**src/rtl/renc_pkg.sv**
```systemverilog
package renc_pkg;

    localparam int RANGE_BITS_DEF = 64;
    localparam int FREQ_W         = 16;
    localparam int CNT_W          = 24;
    localparam int MAX_OUT        = 8;
    localparam int NOUT_W         = $clog2(MAX_OUT + 1);
    localparam int APB_DW         = 32;
    localparam int APB_AW         = 3;

    localparam logic [CNT_W-1:0] LIMIT_RST = CNT_W'(12500000);
    localparam logic [CNT_W-1:0] CNT_MAX   = {CNT_W{1'b1}};

    localparam logic [1:0] ERR_NONE  = 2'd0;
    localparam logic [1:0] ERR_LIMIT = 2'd1;
    localparam logic [1:0] ERR_FREQ  = 2'd2;

    localparam logic KIND_ENCODE = 1'b0;
    localparam logic KIND_FINISH = 1'b1;

    localparam logic REG_LIMIT = 1'b0;

endpackage

```
**src/rtl/range_encoder_carryless.sv**
```systemverilog
// Carryless range encoder, one symbol or one flush per input item.
// Input channel (i_in_valid / o_in_ready): i_kind selects encode or finish;
// encode items carry i_cum_freq, i_sym_freq and i_total_freq.
// Output channel (o_out_valid / i_out_ready): one item per coded byte,
// o_last on the final byte of an input, o_error flags the output limit or
// bad frequencies (bad encode inputs give one byte-less item, error set).
// Config: APB register 0 at address 0 holds the output byte limit.
// Sequence: an encode is accepted, then passes through the restoring
// divider (one quotient bit per cycle), the shift-add multiplier (one
// frequency bit per cycle) and the low update, then renormalizes and emits
// its bytes. A finish flushes RANGE_BITS/8 bytes. One item is in work at a
// time; o_in_ready is high only between items.
// Reset clears low to zero, range to all ones, the byte count to zero and
// restores the default limit. A stalled receiver holds the output register
// and one staged byte; the coder waits until the output register frees.
module range_encoder_carryless #(
    parameter int RANGE_BITS = renc_pkg::RANGE_BITS_DEF
) (
    input  logic                          i_clk,
    input  logic                          i_rst_n,
    input  logic                          i_in_valid,
    output logic                          o_in_ready,
    input  logic                          i_kind,
    input  logic [renc_pkg::FREQ_W-1:0]   i_cum_freq,
    input  logic [renc_pkg::FREQ_W-1:0]   i_sym_freq,
    input  logic [renc_pkg::FREQ_W-1:0]   i_total_freq,
    output logic                          o_out_valid,
    input  logic                          i_out_ready,
    output logic [7:0]                    o_out_byte,
    output logic                          o_last,
    output logic [1:0]                    o_error,
    input  logic                          psel,
    input  logic                          penable,
    input  logic                          pwrite,
    input  logic [renc_pkg::APB_AW-1:0]   paddr,
    input  logic [renc_pkg::APB_DW-1:0]   pwdata,
    output logic [renc_pkg::APB_DW-1:0]   prdata,
    output logic                          pready
);
    import renc_pkg::*;

    localparam int W           = RANGE_BITS;
    localparam int STEP_W      = $clog2(RANGE_BITS);
    localparam int FLUSH_BYTES = RANGE_BITS / 8;
    localparam logic [W-1:0] BOT      = W'(1) << (W - 16);
    localparam logic [W-1:0] BOT_MASK = BOT - W'(1);

    localparam logic [2:0] S_IDLE = 3'd0;
    localparam logic [2:0] S_BAD  = 3'd1;
    localparam logic [2:0] S_DIV  = 3'd2;
    localparam logic [2:0] S_MUL  = 3'd3;
    localparam logic [2:0] S_ADD  = 3'd4;
    localparam logic [2:0] S_NORM = 3'd5;

    logic [2:0]        r_state, n_state;
    logic              r_kind, n_kind;
    logic [W-1:0]      r_low, n_low;
    logic [W-1:0]      r_range, n_range;
    logic [W-1:0]      r_dq, n_dq;
    logic [FREQ_W-1:0] r_rem, n_rem;
    logic [FREQ_W-1:0] r_tot, n_tot;
    logic [FREQ_W-1:0] r_cum, n_cum;
    logic [FREQ_W-1:0] r_freq, n_freq;
    logic [W-1:0]      r_acc_c, n_acc_c;
    logic [W-1:0]      r_acc_f, n_acc_f;
    logic [STEP_W-1:0] r_step, n_step;
    logic [NOUT_W-1:0] r_nout, n_nout;
    logic [CNT_W-1:0]  r_bw, n_bw;
    logic [CNT_W-1:0]  r_limit, n_limit;
    logic              r_pv, n_pv;
    logic [7:0]        r_pb, n_pb;
    logic              r_pe, n_pe;
    logic              r_ov, n_ov;
    logic [7:0]        r_ob, n_ob;
    logic              r_ol, n_ol;
    logic [1:0]        r_oe, n_oe;

    logic              in_acc;
    logic              bad;
    logic              out_free;
    logic              push;
    logic [7:0]        push_byte;
    logic              push_last;
    logic [1:0]        push_err;
    logic [FREQ_W:0]   div_t;
    logic              div_ge;
    logic [FREQ_W:0]   div_d;
    logic [W-1:0]      hi;
    logic              settled;
    logic              narrow;
    logic [NOUT_W-1:0] nout_lim;
    logic              go;
    logic [W-1:0]      clip_range;
    logic [CNT_W-1:0]  bw_inc;
    logic              cfg_wr;

    assign o_in_ready  = (r_state == S_IDLE);
    assign in_acc      = i_in_valid && o_in_ready;
    assign out_free    = !r_ov || i_out_ready;
    assign o_out_valid = r_ov;
    assign o_out_byte  = r_ob;
    assign o_last      = r_ol;
    assign o_error     = r_oe;
    assign pready      = 1'b1;
    assign cfg_wr      = psel && penable && pwrite && pready;
    assign prdata      = (paddr[2] == REG_LIMIT) ? APB_DW'(r_limit) : '0;

    assign bad = (i_total_freq == '0) || (i_sym_freq == '0) ||
                 (({1'b0, i_cum_freq} + {1'b0, i_sym_freq}) > {1'b0, i_total_freq});

    assign div_t  = {r_rem, r_dq[W-1]};
    assign div_ge = div_t >= {1'b0, r_tot};
    assign div_d  = div_t - {1'b0, r_tot};

    assign hi         = r_low + r_range;
    assign settled    = ((r_low ^ hi) >> (W - 8)) == '0;
    assign narrow     = r_range < BOT;
    assign clip_range = settled ? r_range : ((W'(0) - r_low) & BOT_MASK);
    assign nout_lim   = (r_kind == KIND_FINISH) ? NOUT_W'(FLUSH_BYTES) : NOUT_W'(MAX_OUT);
    assign go         = (r_nout < nout_lim) && ((r_kind == KIND_FINISH) || settled || narrow);
    assign bw_inc     = (r_bw == CNT_MAX) ? r_bw : r_bw + CNT_W'(1);

    always_comb begin
        n_state   = r_state;
        n_kind    = r_kind;
        n_low     = r_low;
        n_range   = r_range;
        n_dq      = r_dq;
        n_rem     = r_rem;
        n_tot     = r_tot;
        n_cum     = r_cum;
        n_freq    = r_freq;
        n_acc_c   = r_acc_c;
        n_acc_f   = r_acc_f;
        n_step    = r_step;
        n_nout    = r_nout;
        n_bw      = r_bw;
        n_limit   = r_limit;
        n_pv      = r_pv;
        n_pb      = r_pb;
        n_pe      = r_pe;
        push      = 1'b0;
        push_byte = r_pb;
        push_last = 1'b0;
        push_err  = r_pe ? ERR_LIMIT : ERR_NONE;

        if (cfg_wr && paddr[2] == REG_LIMIT) begin
            n_limit = pwdata[CNT_W-1:0];
        end

        unique case (r_state)
            S_IDLE: begin
                if (in_acc) begin
                    n_kind = i_kind;
                    n_cum  = i_cum_freq;
                    n_freq = i_sym_freq;
                    n_tot  = i_total_freq;
                    n_dq   = r_range;
                    n_rem  = '0;
                    n_step = STEP_W'(W - 1);
                    n_nout = '0;
                    if (i_kind == KIND_FINISH) begin
                        n_state = S_NORM;
                    end else if (bad) begin
                        n_state = S_BAD;
                    end else begin
                        n_state = S_DIV;
                    end
                end
            end
            S_BAD: begin
                if (out_free) begin
                    push      = 1'b1;
                    push_byte = '0;
                    push_last = 1'b1;
                    push_err  = ERR_FREQ;
                    n_state   = S_IDLE;
                end
            end
            S_DIV: begin
                n_rem = div_ge ? div_d[FREQ_W-1:0] : div_t[FREQ_W-1:0];
                n_dq  = {r_dq[W-2:0], div_ge};
                if (r_step == '0) begin
                    n_acc_c = '0;
                    n_acc_f = '0;
                    n_step  = STEP_W'(FREQ_W - 1);
                    n_state = S_MUL;
                end else begin
                    n_step = r_step - STEP_W'(1);
                end
            end
            S_MUL: begin
                n_acc_c = (r_acc_c << 1) + (r_cum[FREQ_W-1] ? r_dq : '0);
                n_acc_f = (r_acc_f << 1) + (r_freq[FREQ_W-1] ? r_dq : '0);
                n_cum   = r_cum << 1;
                n_freq  = r_freq << 1;
                if (r_step == '0) begin
                    n_state = S_ADD;
                end else begin
                    n_step = r_step - STEP_W'(1);
                end
            end
            S_ADD: begin
                n_low   = r_low + r_acc_c;
                n_range = r_acc_f;
                n_state = S_NORM;
            end
            S_NORM: begin
                if (go) begin
                    if (!r_pv || out_free) begin
                        push   = r_pv;
                        n_pv   = 1'b1;
                        n_pb   = r_low[W-1 -: 8];
                        n_pe   = bw_inc > r_limit;
                        n_bw   = bw_inc;
                        n_low  = r_low << 8;
                        n_nout = r_nout + NOUT_W'(1);
                        if (r_kind == KIND_ENCODE) begin
                            n_range = clip_range << 8;
                        end
                    end
                end else if (!r_pv) begin
                    n_state = S_IDLE;
                end else if (out_free) begin
                    push      = 1'b1;
                    push_last = 1'b1;
                    n_pv      = 1'b0;
                    n_state   = S_IDLE;
                end
            end
            default: begin
                n_state = S_IDLE;
            end
        endcase

        n_ov = r_ov && !i_out_ready;
        n_ob = r_ob;
        n_ol = r_ol;
        n_oe = r_oe;
        if (push) begin
            n_ov = 1'b1;
            n_ob = push_byte;
            n_ol = push_last;
            n_oe = push_err;
        end
    end

    always_ff @(posedge i_clk) begin
        if (!i_rst_n) begin
            r_state <= S_IDLE;
            r_low   <= '0;
            r_range <= '1;
            r_bw    <= '0;
            r_limit <= LIMIT_RST;
            r_pv    <= 1'b0;
            r_ov    <= 1'b0;
        end else begin
            r_state <= n_state;
            r_low   <= n_low;
            r_range <= n_range;
            r_bw    <= n_bw;
            r_limit <= n_limit;
            r_pv    <= n_pv;
            r_ov    <= n_ov;
        end
    end

    always_ff @(posedge i_clk) begin
        r_kind  <= n_kind;
        r_dq    <= n_dq;
        r_rem   <= n_rem;
        r_tot   <= n_tot;
        r_cum   <= n_cum;
        r_freq  <= n_freq;
        r_acc_c <= n_acc_c;
        r_acc_f <= n_acc_f;
        r_step  <= n_step;
        r_nout  <= n_nout;
        r_pb    <= n_pb;
        r_pe    <= n_pe;
        r_ob    <= n_ob;
        r_ol    <= n_ol;
        r_oe    <= n_oe;
    end

    // staged byte only lives while bytes are being produced
    a_pend_norm: assert property (@(posedge i_clk) disable iff (!i_rst_n)
        r_pv |-> (r_state == S_NORM))
        else $error("staged byte outside renormalization");

    a_bw_mono: assert property (@(posedge i_clk) disable iff (!i_rst_n)
        1'b1 |=> (r_bw >= $past(r_bw)))
        else $error("byte count went backwards");

    a_nout_cap: assert property (@(posedge i_clk) disable iff (!i_rst_n)
        (r_state == S_NORM) |-> (r_nout <= nout_lim))
        else $error("too many bytes for one item");

    a_push_room: assert property (@(posedge i_clk) disable iff (!i_rst_n)
        push |-> out_free)
        else $error("output register overwritten");

endmodule
```
**config.mk**
```make
export PLATFORM = sky130hd
export DESIGN_NAME = range_encoder_carryless
export DESIGN_NICKNAME = d
export VERILOG_FILES = /design/src/rtl/renc_pkg.sv /design/src/rtl/range_encoder_carryless.sv
export SDC_FILE = /design/constraint.sdc
export NUM_CORES = 2
export LEC_CHECK = 0
export BUFFER_PORTS_ARGS = -buffer_cell sky130_fd_sc_hd__buf_2
export CAP_MARGIN = 20
export CORE_ASPECT_RATIO = 0.5
export CORE_MARGIN = 2
export CORE_UTILIZATION = 50
export CTS_CLUSTER_DIAMETER = 120
export CTS_CLUSTER_SIZE = 24
export DETAILED_ROUTE_END_ITERATION = 8
export GPL_TIMING_DRIVEN = 0
export PLACE_DENSITY = 0.68
export SETUP_SLACK_MARGIN = 0.5
export SKIP_LAST_GASP = 1
export SYNTH_ARGS = -nofsm -noshare
export SYNTH_HDL_FRONTEND = slang
export SYNTH_SLANG_ARGS = --single-unit
```
**constraint.sdc**
```tcl
create_clock -name i_clk -period 18 [get_ports i_clk]
set_input_delay 2.7 -clock i_clk [delete_from_list [all_inputs] [get_ports i_clk]]
set_output_delay 2.7 -clock i_clk [all_outputs]
set_load 0.02 [all_outputs]
```
==> results.yml <==
status:
  status: "complete, no violations"
synth:
  async_flop_share: 0
  yosysSeqAreaShare: 0.339
  synth_edf_count: 287
  synth-seq-cells: 468
  synth_cells: 4292
  synth_area_per_cell_um2: 8.42
  synthDistinctLibCells: 78
  synth_area_um2: 36100
  ys.flop_type: "edfxtp_1"
  synth_warnings: 0
worst_hold_path:
  hp-class: "reg -> reg"
  min_from: "r_limit[3]"
  worstHoldEndpoint: "r_limit[3]"
  hold_depth: 2
routing:
  drt_wl_total_mm: 121
  drtPass1Iterations: 6
  drtAntennaViolNets: 0
  drc_errors: 0
  vias: 33500
  vias_per_cell: 6.18
  drtIter0Drc: 3463
  post_drt_wl_per_cell_um: 22.2
place:
  io_buffers: 115
  place.gp.congestion: 1.00
  dpl.hpwl_mm: 96.1
  placed_area_um2: 38200
  placed_cells: 5384
  preCtsSetupSlack_ps: 10890
sta:
  timing.final.ws_setup_ps: 11500
  drv_slew: 0
  fin_skew_ps: 58.0
  max_freq_mhz: 154
  relSlewSlack: 0.293
  rsz0062_at_grt: "false"
  worst_pin_slew_ps: 1060
  hold_viol_final: 0
  fin_crit_ps: 6500
  tns_ps: 0
  final.period_utilization: 0.361
  finalSetupViolCount: 0
global_route:
  overflow: 0
  grt_usage: 0.315
  grt_pass1_vias: 31600
  grt_start_max_net_pins: 42
  antenna_found_initial: 0
  grt_pass1_wl_mm: 184
cts:
  root_buffer: "clkbuf_16"
  h-tree-depth: 1
  cts_made_buffers: 23
  cts_tree: "built"
  path_clk_slew_ps: 100
  clockBufferDepth: 3
  cts_resized: 0
  hold_buffers: 0
  cts_setup_buffers: 0
  clock_latency_ps: 650
  numClockSinks: 468
critical_path:
  rrSetupSlack_ps: 11500
  critPathSlowestCell: "o22ai_1"
  critPathMaxFanout: 10
  worstPathCellList: "clkbuf_1 -> buf_8 -> clkbuf_1 -> and2_1 -> ha_1 -> inv_1 -> fa_1 -> nor2b_1 -> o311a_1 -> o31ai_1 -> a31oi_1 -> a21oi_1 -> o22ai_1 -> a31oi_1 -> a21oi_1 -> a41oi_1 -> o41ai_1 -> xnor2_1 -> nor2_1"
  r2r-start: "r_cum[15]"
  required_ps: 18330
  critPathKind: "reg -> reg"
  cp.arrival_ps: 6830
  reg2reg_depth: 19
  worstSetupEndpointType: "flop"
  regToRegEndpoint: "r_acc_c[63]"
  critPathLaunchType: "flop"
  slowest_delay_ps: 710
floorplan:
  dieArea_um2: 74600
  start_util: 0.508
  core_um2: 71200
  die_w_um: 384
  ios: 137
  placement_rows: 69
  fp.dieH_um: 194
layout:
  fin_cells: 5428
  seq_area_um2: 12200
  area_growth_pct: 7.60
  fin_util: 0.546
  n_fill_cell: 6678
  multiInputGateArea_um2: 22600
  drive_above_1_share: 0.0459
  fin_area_um2: 38900
  final_nets: 4874
power:
  irDropWorstVdd_mv: 0.0834
  power.density_nw_per_um2: 151
  p_leak_nw: 17.0
run:
  drv_cap: 0
[worst max-delay path by stage]
stage                       end          start  cells after the start  slack [ps]
global placement    r_acc_c[32]     r_state[1]                      4         250
global route         r_state[0]  i_sym_freq[0]                     25       11210
CTS                  r_state[0]  i_sym_freq[0]                     25       11550
finish              r_acc_c[63]      r_cum[15]                     19       11500
floorplan            r_acc_c[0]     r_state[1]                      4        7270
detailed placement   r_state[0]  i_sym_freq[0]                     25       10890
[cells in the mapped netlist (62+ instances only)]
cell	number	area share
nor2b_1	62	0.011
xor2_1	105	0.025
o21ai_0	177	0.025
inv_1	133	0.014
nand2_1	678	0.070
ha_1	326	0.11
nand3_1	144	0.020
and2_1	149	0.026
dfxtp_1	181	0.10
nor2_1	377	0.039
a21oi_1	281	0.039
o211ai_1	86	0.018
edfxtp_1	287	0.24
xnor2_1	168	0.041
a21o_1	150	0.031
clkbuf_1	180	0.019
nand4_1	68	0.012
[cell families after synthesis]
group | share of synthesized area
other | 0.000208
muxes | 0.0173
buffers and inverters | 0.0363
xor gates and xnor gates | 0.0661
DFF | 0.339
adders and majority gates | 0.116
and+or+nand+nor | 0.225
AOI/OAI and AO/OA | 0.201
[where the power goes]
part	internal, mW	leakage, nW	switching (mW)
sequential	1.39	3.98	0.256
combinational	1.40	12.7	2.18
clock	0.248	0.315	0.396
total	3.04	17.0	2.83
[sequential cells by signal, summed over array words and instances (netlist names), 6 cells and up]
name and count:
r_range 64, r_limit 24, o_out_byte 8, r_dq 64, r_pb 8, r_acc_f 64
r_freq 16, r_bw 24, r_tot 16, r_rem 16, r_cum 16, r_low 64
r_step 6, r_acc_c 64
[layout by cell type (no fill, tap or decap), types with 30 or more instances in the layout]
cell type,n
nand2_1,677
nor2_1,377
ha_1,326
edfxtp_1,287
a21oi_1,281
clkbuf_1,194
dfxtp_1,181
o21ai_0,176
xnor2_1,168
a21o_1,150
and2_1,149
nand3_1,144
inv_1,133
buf_2,120
xor2_1,105
o211ai_1,86
nand4_1,68
nor2b_1,62
mux2i_1,59
nand2b_1,52
nor3_1,51
a211o_1,39
and3_1,37
o211a_1,37
a21boi_0,36
o21a_1,34
a31oi_1,33
o21bai_1,31
a211oi_1,31
nor4_1,30
or3_1,30
[worst max-delay path, delay by kind of cell (launching register included)]
| kind | cells | cell delay, ps |
|---|---|---|
| buffers and inverters | 4 | 1170 |
| flip-flops | 1 | 330 |
| XOR/XNOR | 1 | 210 |
| AO/OA/AOI/OAI | 9 | 3340 |
| AND/OR/NAND/NOR | 3 | 570 |
| adder cells (fa/ha/maj) | 2 | 560 |
[layer usage]
layer	global-route usage	wire length [um]
met1	0.464	54500
met2	0.477	51200
met3	0.0593	12400
met4	0.0671	2680
met5	0	0
[metrics by stage]
stage / power [mW] / hold slack [ps]
4_1_cts: 5.78 / 472
3_5_place_dp: 5.13 / 457
6_report: 5.86 / 472
3_3_place_gp: 5.08 / 452
2_1_floorplan: 4.18 / 443
5_1_grt: 6.26 / 508
[final cells by class]
type,instances,area share
multi-input cells,3494,0.582
flip-flops and latches,468,0.315
well taps,958,0.0308
repair buffers,128,0.0214
plain buffers,204,0.0210
clock buffers,40,0.0164
inverters,133,0.0128
clock inverters,2,0.000643
diodes,1,0.0000643
No activity file was read; power rests on OpenSTA's default activity.
